## src/rtl/core/cpr_pkg.sv

```systemverilog
// Shared types, constants and helper functions for the complex polar/rect unit.
// No dependencies.
`timescale 1ns / 1ps

package cpr_pkg;

  localparam int FRAC_BITS_DEF     = 16;
  localparam int CORDIC_STAGES_DEF = 24;
  localparam int GUARD             = 24;
  localparam int SQRT_STEPS        = 32;
  localparam int XW                = 60;  // CORDIC x/y width
  localparam int ZW                = 44;  // CORDIC angle width, 32 fraction bits
  localparam int NQ_W              = 56;  // divider numerator/quotient width
  localparam int RW                = 36;  // reduced angle width

  localparam logic [31:0] GAIN  = 32'd2608131496;
  localparam logic [31:0] RECIP = 32'd3054198967;  // ceil(2^40 / 360)

  typedef enum logic [2:0] {
    MODE_TO_POLAR = 3'd0,
    MODE_TO_RECT  = 3'd1,
    MODE_ADD      = 3'd2,
    MODE_SUB      = 3'd3,
    MODE_MUL      = 3'd4,
    MODE_DIV      = 3'd5
  } mode_t;

  typedef enum logic [1:0] {
    STAT_OK   = 2'd0,
    STAT_DIVZ = 2'd1,
    STAT_SAT  = 2'd2
  } status_t;

  typedef struct packed {
    logic               flag;
    logic signed [31:0] val;
  } sat_t;

  typedef struct packed {
    logic [2:0]            mode;
    logic signed [31:0]    r1;
    logic signed [31:0]    r2;
    logic                  sat;
    logic                  vect;
    logic                  flip;
    logic                  zero;
    logic signed [XW-1:0]  x;
    logic signed [XW-1:0]  y;
    logic signed [ZW-1:0]  z;
    logic [63:0]           v;
    logic [63:0]           res;
    logic [31:0]           rem;
    logic [31:0]           den;
    logic [NQ_W-1:0]       nq;
    logic                  neg;
    logic                  divz;
  } item_t;

  function automatic sat_t sat32(input logic signed [63:0] v);
    sat_t s;
    if (v > 64'sd2147483647) begin
      s.flag = 1'b1;
      s.val  = 32'sh7fffffff;
    end else if (v < -64'sd2147483648) begin
      s.flag = 1'b1;
      s.val  = 32'sh80000000;
    end else begin
      s.flag = 1'b0;
      s.val  = v[31:0];
    end
    return s;
  endfunction

  // atan(2^-idx) in degrees, 32 fraction bits, from the arctangent series
  function automatic logic signed [63:0] atan_deg(input int idx);
    logic [63:0]        dq;
    logic signed [63:0] sum;
    logic signed [63:0] t;
    int                 k;
    int                 sh;
    dq  = 64'd246083499208 * 64'd16777216;
    sum = '0;
    k   = 0;
    if (idx == 0) begin
      return 64'sd45 <<< 32;
    end
    for (sh = idx; sh < 64; sh = sh + 2 * idx) begin
      t = $signed((dq >> sh) / 64'(2 * k + 1));
      if (k[0]) begin
        sum = sum - t;
      end else begin
        sum = sum + t;
      end
      k = k + 1;
    end
    return (sum + 64'sd8388608) >>> 24;
  endfunction

endpackage

```

## src/rtl/core/cpr_cell.sv

```systemverilog
// Chain cell: a quotient bit, a CORDIC micro-rotation if STAGE < CORDIC_STAGES and a
// square-root digit if STAGE < SQRT_STEPS. Depends on cpr_pkg.
`timescale 1ns / 1ps

module cpr_cell
  import cpr_pkg::*;
#(
  parameter int STAGE         = 0,
  parameter int CORDIC_STAGES = CORDIC_STAGES_DEF
) (
  input  logic  clk,
  input  logic  rst,
  input  logic  en,
  input  logic  in_vld,
  input  item_t in_item,
  output logic  out_vld,
  output item_t out_item
);

  localparam logic signed [ZW-1:0] ATAN  = ZW'(atan_deg(STAGE));
  localparam bit                   DO_CR = (STAGE < CORDIC_STAGES);
  localparam bit                   DO_SQ = (STAGE < SQRT_STEPS);
  localparam int                   SQ_SH = DO_SQ ? 62 - 2 * STAGE : 0;
  localparam logic [63:0]          SQ_BIT = DO_SQ ? (64'd1 << SQ_SH) : 64'd0;

  item_t                it_next;
  logic signed [XW-1:0] dx, dy;
  logic                 rot_pos;
  logic [63:0]          tot;
  logic [32:0]          tmp;
  logic                 ge;

  always_comb begin
    it_next = in_item;
    dx      = in_item.y >>> STAGE;
    dy      = in_item.x >>> STAGE;
    rot_pos = in_item.vect ? in_item.y[XW-1] : !in_item.z[ZW-1];
    if (DO_CR) begin
      if (rot_pos) begin
        it_next.x = in_item.x - dx;
        it_next.y = in_item.y + dy;
        it_next.z = in_item.z - ATAN;
      end else begin
        it_next.x = in_item.x + dx;
        it_next.y = in_item.y - dy;
        it_next.z = in_item.z + ATAN;
      end
    end
    tot = in_item.res + SQ_BIT;
    if (DO_SQ) begin
      if (in_item.v >= tot) begin
        it_next.v   = in_item.v - tot;
        it_next.res = (in_item.res >> 1) + SQ_BIT;
      end else begin
        it_next.res = in_item.res >> 1;
      end
    end
    tmp = {in_item.rem, in_item.nq[NQ_W-1]};
    ge  = (tmp >= {1'b0, in_item.den});
    it_next.rem = ge ? 32'(tmp - {1'b0, in_item.den}) : tmp[31:0];
    it_next.nq  = {in_item.nq[NQ_W-2:0], ge};
  end

  always_ff @(posedge clk) begin
    if (rst) begin
      out_vld <= 1'b0;
    end else if (en) begin
      out_vld <= in_vld;
    end
  end

  always_ff @(posedge clk) begin
    if (en) begin
      out_item <= it_next;
    end
  end

endmodule

```

## config.mk

```make
export PLATFORM = sky130hd
export DESIGN_NAME = cpr_cell
export DESIGN_NICKNAME = d
export VERILOG_FILES = /design/src/rtl/core/cpr_pkg.sv /design/src/rtl/core/cpr_cell.sv
export SDC_FILE = /design/constraint.sdc
export NUM_CORES = 1
export LEC_CHECK = 0
export BUFFER_PORTS_ARGS = -buffer_cell sky130_fd_sc_hd__buf_2
export CELL_PAD_IN_SITES_DETAIL_PLACEMENT = 1
export CELL_PAD_IN_SITES_GLOBAL_PLACEMENT = 2
export CORE_AREA = 2 2 382 384
export CTS_BUF_LIST = sky130_fd_sc_hd__clkbuf_4
export DETAILED_ROUTE_END_ITERATION = 12
export DIE_AREA = 0 0 384 386
export PLACE_DENSITY_LB_ADDON = 0.1
export SETUP_SLACK_MARGIN = 0.5
export SLEW_MARGIN = 20
export SYNTH_ARGS = -nofsm -noshare
export SYNTH_HDL_FRONTEND = slang
export SYNTH_SLANG_ARGS = --single-unit
```

## constraint.sdc

```tcl
create_clock -name clk -period 4.8 [get_ports clk]
set_clock_uncertainty 0.05 [all_clocks]
set_input_delay 0.72 -clock clk [delete_from_list [all_inputs] [get_ports clk]]
set_output_delay 0.72 -clock clk [all_outputs]
set_load 0.1 [all_outputs]
```

# Word-level counts from Yosys, hierarchy flattened

Index checks and enable logic that the tools add are counted.

ROM bits: 0
Bits in writable memories: 0
Latch bits: 0
Memories: 0
Word-level logic and storage cells: 36
Flip-flop bits (word level): 486

Equal/unequal tests: 0
Div/mod/pow operators: 0
Reduce and logical (&&, ||, !) cells: 1
Multipliers: 0
Muxes and demuxes: 5
Add/subtract/negate cells: 9
Shift-type cells: 0
Bitwise logic cells: 0
Magnitude comparators: 2

Operators with widths:

| operator                 | number |
|---|---|
| $mux W164                | 1 |
| $sub A60 B60 Y60         | 2 |
| $add A63 B63 Y64 const B | 1 |
| $add A64 B63 Y64 const B | 1 |
| $ge A64 B64 Y1           | 1 |
| $mux W64                 | 1 |
| $sub A64 B64 Y64         | 1 |
| $mux W63                 | 1 |
| $add A60 B60 Y60         | 1 |
| $add A44 B39 Y44 const B | 1 |
| $sub A44 B39 Y44 const B | 1 |
| $ge A33 B32 Y1           | 1 |
| $mux W32                 | 1 |
| $sub A32 B32 Y32         | 1 |
| $logic_not A1 Y1         | 1 |
| $mux W1                  | 1 |

# Longest topological paths before layout

Word-level depth: 3
Mapped depth: 18

# Worst setup path before layout

No wires, ideal clock.

Kind: input-to-reg
Start point: input port in_item[416] in the netlist's numbering
End point: register out_item[293] in the netlist's numbering (data pin)
Stages: 15
Setup time: 257 ps
Slack: 621 ps
Arrival time: 3,872 ps
Cell sequence: mux2_2 > clkbuf_1 > buf_1 > buf_1 > ha_1 > a21o_1 > a21oi_1 > o21bai_1 > a21oi_1 > o21bai_1 > a21oi_1 > nor2b_1 > o21a_1 > o41a_1 > xor2_1

RTL lines:

| item                   | line           | text |
|---|---|---|
| start: declaration     | cpr_cell.sv:15 | `input item_t in_item,` |
| end signal: assignment | cpr_cell.sv:74 | `out_item <= it_next;` |
| end: declaration       | cpr_cell.sv:17 | `output item_t out_item` |

==> results by group <==
Layout
  • Nets@finish: 5693
  • Most frequent cells in the layout: buf_2, edfxtp_1, a21oi_1, dlygate4sd3_1, ha_1
  • Final non-filler cell total: 6934
  • Share of cells above drive strength 1: 0.282
  • Util after Layout: 0.323
  • Area delta synth->final: 40.8%
  • Commonest non-fill, non-tap cell in the layout: buf_2

Setup path
  • R2r setup slk: 3.58 ns
  • R2R Path Start: out_vld
  • Crit end category: flip-flop
  • R2R cell count: 3
  • Reg2Reg Capture Point: out_vld
  • Setup CP Type: input port to flip-flop
  • Arrival @ worst endpoint: 5.04 ns
  • Crit-path cells: dlygate4sd3_1, buf_2, inv_1, ha_1, fa_1, nand2b_1, a21oi_1, o2111a_1, o31a_1, o41ai_4, o21ai_2, o21ai_2, a2111oi_4, nor2_4, buf_12, nand2_1, o21ai_1, dlygate4sd3_1
  • Slowest CP cell: dlygate4sd3_1
  • Critical Path RT: 5.62 ns
  • Worst stage delay on the critical path: 0.56 ns
  • Crit-path max FO: 75
  • Crit start category: input port

Detailed routing
  • DRC: 0
  • Via Count: 33.1k
  • WL final: 191000 um
  • DR vias/cell: 4.77
  • DRT Pass-1 Iters: 5
  • 1st-iter DRT viols: 1945
  • ANT nets after route: 0
  • Routed WL per cell: 27.5 um

Clock tree
  • CTS Buf Count: 149
  • PostCTS Resize Cnt: 0
  • Clock tree sinks: 485
  • H-Tree Depth: 4
  • Hold_buf cts: 376
  • Clk root buf: clkbuf_4
  • Reg clk slew, reported paths: 0.06 ns
  • CTS tree: done
  • CTS max path bufs: 3
  • # Post-CTS Setup Buffers: 0
  • Worst skew pair latency: 1.10 ns

Power
  • Clk pwr share: 0.233
  • P_int: 0.00932 W
  • Switch share: 0.490
  • Switching Power: 0.00897 W
  • Pwr Density: 392 nW/um^2
  • VDD IR-drop max: 0.000273 V
  • Combinational share of power: 0.462
  • Share of power burned in registers: 0.305
  • Leak pwr: 20.4 nW

STA
  • Tightest Pin Transition: 0.949 ns
  • RSZ-0062 raised after global routing: false
  • Max Clock Freq: 0.237 GHz
  • Slew Limit Headroom: 0.367
  • Slew Limit Fails: 0
  • Clock period minus final worst setup slack: 4.22 ns
  • Final hold violations: 0
  • Tcrit/Tclk final: 0.880
  • Final worst setup slack: 0.576 ns
  • Total negative setup slack: 0 ns
  • Final setup vio count: 0

GRT
  • First-pass GRT wire length: 261000 um
  • Global-route congestion overflow total: 0
  • Gr usage total: 0.248
  • Largest net degree at the start of global routing: 91
  • Initial antenna violation count: 58
  • Vias in the first global route: 34.2k

Floorplanning
  • Ports: 975
  • Core Area: 145000 sq um
  • Die Wd: 384 um
  • Area of the die: 148000 sq um
  • Row Count: 140
  • Die Height: 386 um
  • Starting Density: 0.229

Logic synthesis
  • Synth Instances: 3393
  • Ranking of synthesized cells by area: edfxtp_1, ha_1, a21oi_1
  • Cell area after synthesis: 33100 sq um
  • Yosys cell types: 97
  • EDFF count, synth: 484
  • Total of flip-flops plus latches after synthesis: 485
  • Yosys top cell by area: edfxtp_1
  • Synth Net Count: 4186
  • Top-area cell type share of the netlist area: 0.439
  • Syn. warnings: 0
  • Part of the Yosys area used for sequential elements: 0.439
  • Async SR Flop Fraction: 0
  • Mean Syn Cell Area: 9.76 sq um
  • Most used DFF post-synth: edfxtp_1

Hold path
  • Hold Path Origin: in_item[298]
  • Worst Hold Path EP: out_item[358]
  • HP Class: input port to flip-flop
  • Worst hold stages: 5

Place
  • GPL Wtd Cong: 0.874
  • Inst Count DP: 6290
  • DP Worst Slack: 0.213 ns
  • DP Wirelength: 159000 um
  • PortBufs: 974

Run
  • Max-cap violations: 0

Outcome
  • Status: finished, final reports clean
[per-stage QoR]
stage	total power [W]	instance area, sq um	hold slack (ns)
after global placement	0.0139	41000	0.434
after global routing	0.0191	46600	0.112
after detailed placement	0.0138	41000	0.438
final	0.0183	46600	0.227
after CTS	0.0185	46600	0.00488
after floorplan	0.0114	33100	0.742
[registers in the layout (all words and copies together), names as in the netlist]
name	flops
out_item	484
out_vld	1
[synth_stat cells (5+ instances only)]
| cell | number |
|---|---|
| a211o_1 | 6 |
| a211oi_1 | 27 |
| a21boi_0 | 15 |
| a21o_1 | 92 |
| a21oi_1 | 398 |
| a221oi_1 | 6 |
| a311oi_1 | 6 |
| a31oi_1 | 26 |
| and2_1 | 8 |
| and3_1 | 9 |
| buf_1 | 24 |
| buf_2 | 21 |
| buf_4 | 7 |
| clkbuf_1 | 78 |
| edfxtp_1 | 484 |
| fa_1 | 6 |
| ha_1 | 298 |
| inv_1 | 295 |
| mux2_2 | 13 |
| mux2i_1 | 29 |
| nand2_1 | 254 |
| nand2b_1 | 40 |
| nand3_1 | 38 |
| nand4_1 | 60 |
| nor2_1 | 268 |
| nor2b_1 | 26 |
| nor3_1 | 50 |
| nor4_1 | 28 |
| o211ai_1 | 33 |
| o21a_1 | 25 |
| o21ai_0 | 198 |
| o21ai_1 | 30 |
| o21ai_2 | 5 |
| o21bai_1 | 92 |
| o221ai_1 | 8 |
| o31a_1 | 9 |
| o31ai_1 | 27 |
| o41a_1 | 6 |
| or2_2 | 12 |
| or3_1 | 6 |
| or4_1 | 10 |
| xnor2_1 | 175 |
| xor2_1 | 39 |
[cell type report]
cell class,count,area [sq um]
fill,16900,97900
tap,1917,2400
sequential,485,14600
inverter,302,1140
multi-input combinational,2473,16900
antenna,16,40.0
clock buffer,201,1510
timing repair buffer,1489,9790
clock inverter,51,328
[critical path, delay by kind of cell]
| kind | cells | cell delay, ns |
|---|---|---|
| AOI/OAI and AO/OA | 8 | 1.78 |
| adders and majority gates | 2 | 0.65 |
| buffers and inverters | 5 | 1.49 |
| and+or+nand+nor | 3 | 0.38 |
[worst max-delay path by stage]
stage          depth (start not counted)         start             to
2_1_floorplan                         15  in_item[416]  out_item[293]
3_3_place_gp                          16  in_item[294]  out_item[336]
3_5_place_dp                          15  in_item[296]  out_item[351]
4_1_cts                               17  in_item[186]  out_item[186]
5_1_grt                               18  in_item[186]  out_item[186]
6_report                              18  in_item[186]  out_item[186]
[routing by layer]
| layer | up-vias | part of all wire | global-route usage |
|---|---|---|---|
| met2 | 989 | 0.49 | 0.432 |
| met4 | 38 | 0.025 | 0.0680 |
| met3 | 237 | 0.053 | 0.0512 |
| li1 | 15400 | - | - |
| met5 | - | 0.0013 | 0 |
| met1 | 16400 | 0.43 | 0.308 |
[power groups by stage]
| stage | Clock (W) | Combinational (W) | Sequential [W] |
|---|---|---|---|
| 2_1_floorplan | 0 | 0.00209 | 0.00929 |
| 3_3_place_gp | 0 | 0.00820 | 0.00566 |
| 3_5_place_dp | 0 | 0.00818 | 0.00565 |
| 4_1_cts | 0.00446 | 0.00850 | 0.00558 |
| 5_1_grt | 0.00464 | 0.00883 | 0.00562 |
| 6_report | 0.00426 | 0.00845 | 0.00558 |
[logic make-up after synthesis]
family	synth area share
compound gates	0.206
simple gates	0.116
flops	0.439
buf+inv	0.0514
fa+ha+maj	0.116
xor+xnor	0.0566
mux	0.0142
(Power assumes the default switching activity.)
