===== src/rtl/core/cpr_pkg.sv =====
// Shared types, constants and helper functions for the complex polar/rect unit.
// No dependencies.
`timescale 1ns / 1ps

package cpr_pkg;

  localparam int FRAC_BITS_DEF     = 16;
  localparam int CORDIC_STAGES_DEF = 24;
  localparam int GUARD             = 24;
  localparam int SQRT_STEPS        = 32;
  localparam int XW                = 60;  // CORDIC x/y width
  localparam int ZW                = 44;  // CORDIC angle width, 32 fraction bits
  localparam int NQ_W              = 56;  // divider numerator/quotient width
  localparam int RW                = 36;  // reduced angle width

  localparam logic [31:0] GAIN  = 32'd2608131496;
  localparam logic [31:0] RECIP = 32'd3054198967;  // ceil(2^40 / 360)

  typedef enum logic [2:0] {
    MODE_TO_POLAR = 3'd0,
    MODE_TO_RECT  = 3'd1,
    MODE_ADD      = 3'd2,
    MODE_SUB      = 3'd3,
    MODE_MUL      = 3'd4,
    MODE_DIV      = 3'd5
  } mode_t;

  typedef enum logic [1:0] {
    STAT_OK   = 2'd0,
    STAT_DIVZ = 2'd1,
    STAT_SAT  = 2'd2
  } status_t;

  typedef struct packed {
    logic               flag;
    logic signed [31:0] val;
  } sat_t;

  typedef struct packed {
    logic [2:0]            mode;
    logic signed [31:0]    r1;
    logic signed [31:0]    r2;
    logic                  sat;
    logic                  vect;
    logic                  flip;
    logic                  zero;
    logic signed [XW-1:0]  x;
    logic signed [XW-1:0]  y;
    logic signed [ZW-1:0]  z;
    logic [63:0]           v;
    logic [63:0]           res;
    logic [31:0]           rem;
    logic [31:0]           den;
    logic [NQ_W-1:0]       nq;
    logic                  neg;
    logic                  divz;
  } item_t;

  function automatic sat_t sat32(input logic signed [63:0] v);
    sat_t s;
    if (v > 64'sd2147483647) begin
      s.flag = 1'b1;
      s.val  = 32'sh7fffffff;
    end else if (v < -64'sd2147483648) begin
      s.flag = 1'b1;
      s.val  = 32'sh80000000;
    end else begin
      s.flag = 1'b0;
      s.val  = v[31:0];
    end
    return s;
  endfunction

  // atan(2^-idx) in degrees, 32 fraction bits, from the arctangent series
  function automatic logic signed [63:0] atan_deg(input int idx);
    logic [63:0]        dq;
    logic signed [63:0] sum;
    logic signed [63:0] t;
    int                 k;
    int                 sh;
    dq  = 64'd246083499208 * 64'd16777216;
    sum = '0;
    k   = 0;
    if (idx == 0) begin
      return 64'sd45 <<< 32;
    end
    for (sh = idx; sh < 64; sh = sh + 2 * idx) begin
      t = $signed((dq >> sh) / 64'(2 * k + 1));
      if (k[0]) begin
        sum = sum - t;
      end else begin
        sum = sum + t;
      end
      k = k + 1;
    end
    return (sum + 64'sd8388608) >>> 24;
  endfunction

endpackage


===== src/rtl/core/cpr_post.sv =====
// Output stage: rounding, angle wrap, quotient sign, saturation, mode select, result register.
// Depends on cpr_pkg.
`timescale 1ns / 1ps

module cpr_post
  import cpr_pkg::*;
#(
  parameter int FRAC_BITS = FRAC_BITS_DEF
) (
  input  logic               clk,
  input  logic               rst,
  input  logic               en,
  input  logic               in_vld,
  input  item_t              in_item,
  output logic               out_vld,
  output logic signed [31:0] result_first,
  output logic signed [31:0] result_second,
  output logic [1:0]         status
);

  localparam logic signed [ZW-1:0] ZRND = ZW'(1) <<< (31 - FRAC_BITS);
  localparam logic signed [ZW-1:0] FULL = ZW'(180) <<< FRAC_BITS;
  localparam logic signed [XW-1:0] XRND = XW'(1) <<< (GUARD - 1);

  logic signed [ZW-1:0] zr, zw;
  logic [63:0]          magv;
  logic signed [XW-1:0] xr, yr;
  logic signed [NQ_W+1:0] qv, qs;
  sat_t                 ms, xs, ys, dq;
  logic signed [31:0]   f_next, s_next;
  logic [1:0]           st_next;

  always_comb begin
    zr = (in_item.z + ZRND) >>> (32 - FRAC_BITS);
    if (zr > FULL) begin
      zw = zr - (FULL <<< 1);
    end else if (zr <= -FULL) begin
      zw = zr + (FULL <<< 1);
    end else begin
      zw = zr;
    end
    magv = in_item.res + {63'b0, (in_item.v > in_item.res)};
    ms   = sat32($signed(magv));
    xr   = (in_item.x + XRND) >>> GUARD;
    yr   = (in_item.y + XRND) >>> GUARD;
    if (in_item.flip) begin
      xr = -xr;
      yr = -yr;
    end
    xs = sat32(64'(xr));
    ys = sat32(64'(yr));
    qv = $signed({2'b00, in_item.nq});
    qs = in_item.neg ? -qv : qv;
    dq = sat32(64'(qs));
    unique case (in_item.mode)
      MODE_TO_POLAR: begin
        f_next  = ms.val;
        s_next  = in_item.zero ? 32'sd0 : zw[31:0];
        st_next = ms.flag ? STAT_SAT : STAT_OK;
      end
      MODE_TO_RECT: begin
        f_next  = xs.val;
        s_next  = ys.val;
        st_next = (xs.flag | ys.flag) ? STAT_SAT : STAT_OK;
      end
      MODE_ADD, MODE_SUB, MODE_MUL: begin
        f_next  = in_item.r1;
        s_next  = in_item.r2;
        st_next = in_item.sat ? STAT_SAT : STAT_OK;
      end
      MODE_DIV: begin
        if (in_item.divz) begin
          f_next  = '0;
          s_next  = '0;
          st_next = STAT_DIVZ;
        end else begin
          f_next  = dq.val;
          s_next  = in_item.r2;
          st_next = (dq.flag | in_item.sat) ? STAT_SAT : STAT_OK;
        end
      end
      default: begin
        f_next  = '0;
        s_next  = '0;
        st_next = STAT_OK;
      end
    endcase
  end

  always_ff @(posedge clk) begin
    if (rst) begin
      out_vld <= 1'b0;
    end else if (en) begin
      out_vld <= in_vld;
    end
  end

  always_ff @(posedge clk) begin
    if (en) begin
      result_first  <= f_next;
      result_second <= s_next;
      status        <= st_next;
    end
  end

endmodule

===== config.mk =====
export PLATFORM = sky130hd
export DESIGN_NAME = cpr_post
export DESIGN_NICKNAME = d
export VERILOG_FILES = /design/src/rtl/core/cpr_pkg.sv /design/src/rtl/core/cpr_post.sv
export SDC_FILE = /design/constraint.sdc
export NUM_CORES = 1
export LEC_CHECK = 0
export BUFFER_PORTS_ARGS = -buffer_cell sky130_fd_sc_hd__buf_2
export CORE_AREA = 2 2 217 219
export CTS_BUF_LIST = sky130_fd_sc_hd__clkbuf_8 sky130_fd_sc_hd__clkbuf_16
export DETAILED_ROUTE_END_ITERATION = 16
export DIE_AREA = 0 0 219 221
export PLACE_DENSITY = 0.63
export SKIP_LAST_GASP = 1
export SYNTH_ARGS = -nofsm -noshare
export SYNTH_HDL_FRONTEND = slang
export SYNTH_SLANG_ARGS = --single-unit

===== constraint.sdc =====
create_clock -name clk -period 10.55 [get_ports clk]
set_clock_uncertainty 0.1 [all_clocks]
set_input_delay 1.055 -clock clk [delete_from_list [all_inputs] [get_ports clk]]
set_output_delay 1.055 -clock clk [all_outputs]
set_load 0.02 [all_outputs]

# Word-level counts from Yosys, hierarchy flattened
# Index checks and enable logic that the tools add are counted.
# op_classes
n_eq_ne,5
mux,24
n_bitwise,2
n_reduce_logical,2
n_addsub,9
magnitude_cmp,11
# ops
operator,n
2-to-1 mux 33 bit,8
case mux 32 bit (4 select lines),2
2-to-1 mux 32 bit,5
adder 60 x 25 -> 60 bit (second input constant),2
> comparator 60 x 32 -> 1 bit (second input constant),2
less-than comparator 60 x 32 -> 1 bit (second input constant),2
2-to-1 mux 60 bit,2
negation 36 -> 60 bit,2
adder 64 x 1 -> 64 bit,1
> comparator 64 x 32 -> 1 bit (second input constant),1
> comparator 64 bit,1
less-than comparator 64 x 32 -> 1 bit (second input constant),1
> comparator 58 x 32 -> 1 bit (second input constant),1
less-than comparator 58 x 32 -> 1 bit (second input constant),1
2-to-1 mux 58 bit,1
negation 56 -> 58 bit,1
adder 44 x 17 -> 44 bit (second input constant),1
adder 28 x 26 -> 29 bit (second input constant),1
subtractor 28 x 26 -> 29 bit (second input constant),1
> comparator 28 x 25 -> 1 bit (second input constant),1
less-or-equal comparator 28 x 25 -> 1 bit (second input constant),1
2-to-1 mux 2 bit,5
case mux 2 bit (4 select lines),1
equality test 3 x 2 -> 1 bit (second input constant),2
5 further kinds,7
# totals
in_bits,489
output_inout_bits,67
wordCells,57
reg_bits,67

# Depth between registers and ports, before layout
# Gate-level depths: netlist (run 1).
# depth
depth_word,9
depth_mapped,27
ltp_nobuf,26

# Least setup slack after synthesis (run 1)
# No wires, ideal clock.
# synth_path
path_type,input -> register
startpoint,input port in_item[147] (netlist bit)
endpoint,"register result_first[10], data pin"
path_slack_ns,4.710
stages,26
t_required_ns,10.177
setup_ns,0.273
arrival_time_ns,5.467
path_buffers,2
path_cell_list,inv_1 > ha_1 > a21o_1 > a21o_1 > a21o_1 > a21o_1 > a21o_1 > a21o_1 > a21oi_1 > o21ai_0 > a2111oi_0 > o21ai_0 > o21a_1 > ha_1 > and3_1 > nand4_1 > clkbuf_1 > nor3_1 > and4_1 > a31oi_1 > nor4_1 > a31oi_1 > inv_1 > clkbuf_1 > a222oi_1 > o211ai_1
# synth_between
elab_chain_len,6
elab_cells_between_ends,7
classes_between,add/sub: 1; order compare: 3; mux: 3
# synth_rtl
item,line,source
from (decl),cpr_post.sv:14,"input item_t in_item,"
> comparator 64 bit,cpr_post.sv:42,"magv = in_item.res + {63'b0, (in_item.v > in_item.res)};"
adder 64 x 1 -> 64 bit (*),cpr_post.sv:42,
less-than comparator 64 x 32 -> 1 bit,cpr_pkg.sv:64,end else if (v < -64'sd2147483648) begin
2-to-1 mux 33 bit,cpr_pkg.sv:64,
2-to-1 mux 33 bit (*),cpr_pkg.sv:61,if (v > 64'sd2147483647) begin
case mux 32 bit (4 select lines) (*),cpr_post.sv:55,unique case (in_item.mode)
via f_next[10],cpr_post.sv:30,"logic signed [31:0] f_next, s_next;"
to (signal assigned),cpr_post.sv:100,result_first <= f_next;
to (decl),cpr_post.sv:16,"output logic signed [31:0] result_first,"
# The timed path passes the listed nets; every way through them passes the cells marked *.
# A chain may end at the register's enable or synchronous reset.

# Worst setup path in the final report (run 1)
# layout_path
startpoint,input port in_item[139] (netlist bit)
endpoint,"register result_first[25], data pin"
# The elaborated chain is that of the path after synthesis.

==> results.sh, run 1 <==
export IMPL_status="finished, final reports clean"
export IMPL_gp_congestion=0.989
export IMPL_relSlewSlack_pct=33.8
export IMPL_rsz0062_at_grt="no"
export IMPL_yosysUniqueCellTypes=95
export IMPL_p_leak_nw=6.56
export IMPL_maxCapViolations=0
export IMPL_synthCells=1958
export IMPL_swShare_pct=41.2
export IMPL_vias=17200
export IMPL_layout_nets=2846
export IMPL_crit_type="in -> reg"
export IMPL_crit_path_max_incr_delay_ps=660
export IMPL_first_pass_iters=9
export IMPL_vias_per_cell=5.88
export IMPL_grt_pass1_vias=15900
export IMPL_fp_row_count=79
export IMPL_fin_ws_ps=2900
export IMPL_path_buf_inv=4
export IMPL_coreArea_sq_um=46100
export IMPL_drive_gt1_share_pct=22.6
export IMPL_crit_family="simple AND/OR/NAND/NOR gates"
export IMPL_postLayoutCellArea_sq_um=17200
export IMPL_end_kind="flop"
export IMPL_clkSlewWorstSetupHoldPaths_ps=60
export IMPL_synthFlopType="edfxtp_1"
export IMPL_synth_seq_area_share_pct=13.9
export IMPL_initialDrtViolationCount=1871
export IMPL_synth_area_sq_um=14400
export IMPL_final_cells=2923
export IMPL_intPower_mw=0.737
export IMPL_cts_root_buffer="clkbuf_16"
export IMPL_post_place_ws_ps=2700
export IMPL_post_route_period_util_pct=72.6
export IMPL_synth_seq_cells=67
export IMPL_wirelength_mm=67.6
export IMPL_io_pins=556
export IMPL_syn_to_final_growth_pct=20.0
export IMPL_die_x_microns=219
export IMPL_cts_num_sinks=67
export IMPL_p_comb_share_pct=46.6
export IMPL_grt_start_max_net_pins=68
export IMPL_yosys_warnings=0
export IMPL_setup_violations=0
export IMPL_dieArea_sq_um=48400
export IMPL_crit_start="in_item[139]"
export IMPL_clock_latency_ps=350
export IMPL_cp_num_cells=27
export IMPL_cts_tree="yes"
export IMPL_dpl_cell_count=2879
export IMPL_worst_path_max_delay_cell="inv_1"
export IMPL_finalHoldViolCount=0
export IMPL_async_reset_ff_share_pct=0
export IMPL_synth_edf_count=66
export IMPL_initial_core_util_pct=31.2
export IMPL_hp_class="reg -> reg"
export IMPL_critPathCapture="result_first[25]"
export IMPL_r2r_slack_ps=9850
export IMPL_powerDensity_nw_per_um2=72.7
export IMPL_cts_made_buffers=9
export IMPL_critPathMaxFanout=26
export IMPL_avgRoutedWirePerCell_microns=23.1
export IMPL_postRouteAntennaNets=0
export IMPL_drc=0
export IMPL_grt_usage_pct=26.6
export IMPL_required_ps=10630
export IMPL_syn_num_nets=2521
export IMPL_power_total_mw=1.25
export IMPL_cts_htree_levels=3
export IMPL_postCtsHoldBufs=0
export IMPL_r2r_start="out_vld"
export IMPL_drv_slew=0
export IMPL_ctsResizeCount=0
export IMPL_r2r_end="out_vld"
export IMPL_r2r_cells=2
export IMPL_pwr_share_seq_pct=27.8
export IMPL_postSynthAreaPerCell_sq_um=7.34
export IMPL_peakVddDrop_mv=0.0550
export IMPL_tightest_slew_ps=993
export IMPL_antenna_found_initial=27
export IMPL_dp_hpwl_mm=56.5
export IMPL_fmax_mhz=131
export IMPL_startpoint_type="input pin"
export IMPL_tns_ps=0
export IMPL_cp_arrival_ps=7740
export IMPL_cts_setup_buffers=0
export IMPL_port_buffers=429
export IMPL_die_h_microns=221
export IMPL_grt_pass1_wl_mm=99.1
export IMPL_grt_ovfl_total=0
export IMPL_placed_area_sq_um=16900
export IMPL_finalCriticalPeriod_ps=7650
export IMPL_ctsLongestPathBuffers=2
export IMPL_net_switching_power_mw=0.516
export IMPL_pwr_share_clk_pct=25.6
==> layer usage <==
layer	global-route usage, %	routed length, microns
met4	9.52	2010
met2	40.7	29600
met3	3.56	5610
met1	37.9	30300
met5	0	49
==> stage by stage <==
stage                     util (%)  hold WS (ps)
final                         37.4           403
after global routing          37.4           450
after CTS                     37.3           404
after detailed placement      36.6           386
after global placement        36.6           367
after floorplan                  -           479
==> power groups by stage <==
stage	sequential [mW]	clock (mW)	combinational (mW)
final	0.349	0.321	0.583
after floorplan	0.382	0	0.295
after detailed placement	0.352	0	0.573
after global placement	0.353	0	0.564
after global routing	0.351	0.338	0.631
after CTS	0.348	0.329	0.575
==> worst register-to-register path: cells and delay by family, from the launching register on <==
kind / cells / cell delay [ps]
DFF: 1 / 310
muxes: 1 / 140
and+or+nand+nor: 1 / 50
==> worst min path at each step <==
stage / startpoint / to / slack, ps / depth (start not counted)
floorplan: out_vld / out_vld / 480 / 2
global placement: out_vld / out_vld / 370 / 2
detailed placement: out_vld / out_vld / 390 / 2
CTS: out_vld / out_vld / 400 / 2
global route: out_vld / out_vld / 450 / 2
finish: out_vld / out_vld / 400 / 2
==> Yosys cell counts, types with 66 or more instances <==
| library cell | n | share of area [%] |
|---|---|---|
| nor3_1 | 81 | 2.8 |
| edfxtp_1 | 66 | 14 |
| xor2_1 | 84 | 5.1 |
| o21ai_0 | 92 | 3.2 |
| inv_1 | 95 | 2.5 |
| nor2_1 | 117 | 3.1 |
| clkbuf_1 | 91 | 2.4 |
| nand2_1 | 145 | 3.8 |
| ha_1 | 74 | 6.4 |
| xnor2_1 | 178 | 11 |
| nand4_1 | 81 | 3.5 |
| nand3_1 | 88 | 3.1 |
==> cells by family after synthesis <==
| kind of cell | after synthesis | synth area share, % |
|---|---|---|
| XOR/XNOR | 262 | 16.0 |
| multiplexers | 15 | 1.07 |
| AO/OA/AOI/OAI | 502 | 24.9 |
| adder cells (fa/ha/maj) | 74 | 6.44 |
| buffers and inverters | 225 | 6.28 |
| AND/OR/NAND/NOR | 813 | 31.4 |
| flip-flops | 67 | 13.9 |
==> area by class of cell <==
type                       instances  area (sq um)
fill                            4950         28800
multi-input combinational       1666         11500
timing repair buffer             443          2250
sequential                        67          2000
tap                              607           759
inverter                          96           360
clock buffer                       9           225
clock inverter                     7          81.3
antenna                           28          70.1
==> flip-flops by register name, summed over array words and instances (netlist names) <==
name / count
result_first: 32
result_second: 32
status: 2
out_vld: 1
==> layout by cell type (no fill, tap or decap), drive strengths merged, types with 26 or more instances in the layout <==
master	synthesis	final
buf	36	443
xor2	84	84
diode	0	28
nor3	84	84
ha	74	74
nor2	117	117
nor4	62	62
and4	31	31
nand2	145	145
a222oi	26	26
o31ai	29	29
o21ai	115	115
and3	35	35
nand4	82	82
o211ai	63	63
a21o	30	30
or4	28	28
edfxtp	66	66
or3	30	30
xnor2	178	178
nand3	88	88
a21oi	50	50
inv	96	101
No activity file was read; power rests on OpenSTA's default activity.
==> inputs of run 2 (changes only) <==
==> constraint.sdc (replaced) <==
create_clock -name clk -period 8 [get_ports clk]
set_clock_uncertainty 0.1 [all_clocks]
set_input_delay 0.8 -clock clk [delete_from_list [all_inputs] [get_ports clk]]
set_output_delay 0.8 -clock clk [all_outputs]
set_load 0.02 [all_outputs]
==> results.sh, run 2 (same netlist as run 1, synthesis figures left out) <==
export IMPL_cts_root_buffer="clkbuf_16"
export IMPL_cts_setup_buffers=0
export IMPL_powerDensity_nw_per_um2=95.2
export IMPL_drv_slew=0
export IMPL_crit_type="in -> reg"
export IMPL_relSlewSlack_pct=22.2
export IMPL_cp_arrival_ps=7050
export IMPL_required_ps=7960
export IMPL_r2r_slack_ps=7290
export IMPL_grt_pass1_vias=16100
export IMPL_initial_core_util_pct=31.2
export IMPL_dp_hpwl_mm=55.9
export IMPL_largest_registers="result_first x32, result_second x32, status x2"
export IMPL_peakVddDrop_mv=0.0690
export IMPL_port_buffers=429
export IMPL_p_leak_nw=6.56
export IMPL_die_h_microns=221
export IMPL_io_pins=556
export IMPL_dieArea_sq_um=48400
export IMPL_end_kind="flop"
export IMPL_gp_congestion=0.970
export IMPL_postLayoutCellArea_sq_um=17200
export IMPL_die_x_microns=219
export IMPL_finalHoldViolCount=0
export IMPL_syn_to_final_growth_pct=19.7
export IMPL_vias=17300
export IMPL_first_pass_iters=8
export IMPL_fmax_mhz=141
export IMPL_worstHoldEndpoint="out_vld"
export IMPL_most_common_layout_cells="buf_2, xnor2_1, nand2_1"
export IMPL_postCtsHoldBufs=0
export IMPL_final_cells=2911
export IMPL_tns_ps=0
export IMPL_coreArea_sq_um=46100
export IMPL_grt_usage_pct=26.3
export IMPL_vias_per_cell=5.96
export IMPL_post_place_ws_ps=691
export IMPL_postRouteAntennaNets=0
export IMPL_clock_latency_ps=350
export IMPL_ctsLongestPathBuffers=2
export IMPL_wirelength_mm=67.0
export IMPL_min_delay_start="out_vld"
export IMPL_setup_violations=0
export IMPL_tightest_slew_ps=1170
export IMPL_clkSlewWorstSetupHoldPaths_ps=70
export IMPL_r2r_start="out_vld"
export IMPL_initialDrtViolationCount=1937
export IMPL_antenna_found_initial=24
export IMPL_cts_tree="yes"
export IMPL_cts_num_sinks=67
export IMPL_post_route_period_util_pct=88.7
export IMPL_drc=0
export IMPL_cts_made_buffers=9
export IMPL_grt_start_max_net_pins=68
export IMPL_hp_class="reg -> reg"
export IMPL_r2r_cells=2
export IMPL_grt_pass1_wl_mm=98.0
export IMPL_placed_area_sq_um=16900
export IMPL_maxCapViolations=0
export IMPL_dpl_cell_count=2880
export IMPL_grt_ovfl_total=0
export IMPL_startpoint_type="input pin"
export IMPL_min_path_cells=2
export IMPL_final_common_cell="buf_2"
export IMPL_status="finished, final reports clean"
export IMPL_avgRoutedWirePerCell_microns=23.0
export IMPL_layout_nets=2847
export IMPL_fin_ws_ps=902
export IMPL_finalCriticalPeriod_ps=7100
export IMPL_critPathMaxFanout=19
export IMPL_ctsResizeCount=0
export IMPL_drive_gt1_share_pct=22.6
export IMPL_cts_htree_levels=3
export IMPL_rsz0062_at_grt="no"
export IMPL_r2r_end="out_vld"
export IMPL_fp_row_count=79
[run 2: area by class of cell]
type	instances	area [sq um]
timing repair buffer	444	2260
clock inverter	6	66.3
fill	4966	28900
tap	607	759
sequential	67	2000
multi-input combinational	1666	11500
inverter	96	360
clock buffer	9	225
antenna	16	40.0
[run 2: metal layers]
layer / wire length (microns) / vias to the layer above / share of wire (%) / GRT usage, %
li1: - / 8177 / - / -
met1: 29700 / 8244 / 44 / 36.4
met2: 29500 / 797 / 44 / 40.8
met3: 5590 / 106 / 8.3 / 4.98
met4: 2150 / 12 / 3.2 / 9.02
met5: 74 / - / 0.11 / 0
[run 2: through the flow]
stage	hold slack [ps]	util [%]	power, mW
CTS	407	37.3	1.63
floorplan	479	-	0.892
detailed placement	387	36.6	1.22
finish	410	37.3	1.64
global route	431	37.3	1.72
global placement	365	36.6	1.21
[run 2: worst max path at each step]
stage	from	to	slack, ps	depth (start not counted)
after floorplan	in_item[147]	result_first[10]	2420	26
after global placement	in_item[147]	result_first[6]	800	27
after detailed placement	in_item[139]	result_first[6]	690	27
after CTS	in_item[139]	result_first[6]	1070	27
after global routing	in_item[139]	result_first[6]	590	27
final	in_item[139]	result_first[6]	900	27
[run 2: where the power goes]
| group | internal (mW) | switching (mW) | total [mW] |
|---|---|---|---|
| clock | 0.241 | 0.166 | 0.406 |
| sequential | 0.436 | 0.0214 | 0.458 |
| combinational | 0.290 | 0.483 | 0.773 |
| total | 0.966 | 0.671 | 1.64 |
[run 2: critical path, stage by stage]
cell       delay (ps)
buf_2             150
inv_1              60
ha_1              310
a21o_1            120
a21oi_1            60
o21bai_1          120
a21oi_1            80
o21ai_0           250
a2111oi_0         120
and4_1            230
o21ai_0           180
a2111oi_0         110
o21ai_0           240
o21a_1            190
ha_1              200
ha_1              220
nand4_1           270
nor2_1            530
nand2_1           300
nor4b_1           360
xnor2_1           230
nor4_1            150
a31oi_1           290
inv_1             370
buf_4             290
a222oi_1          630
o211ai_1          170
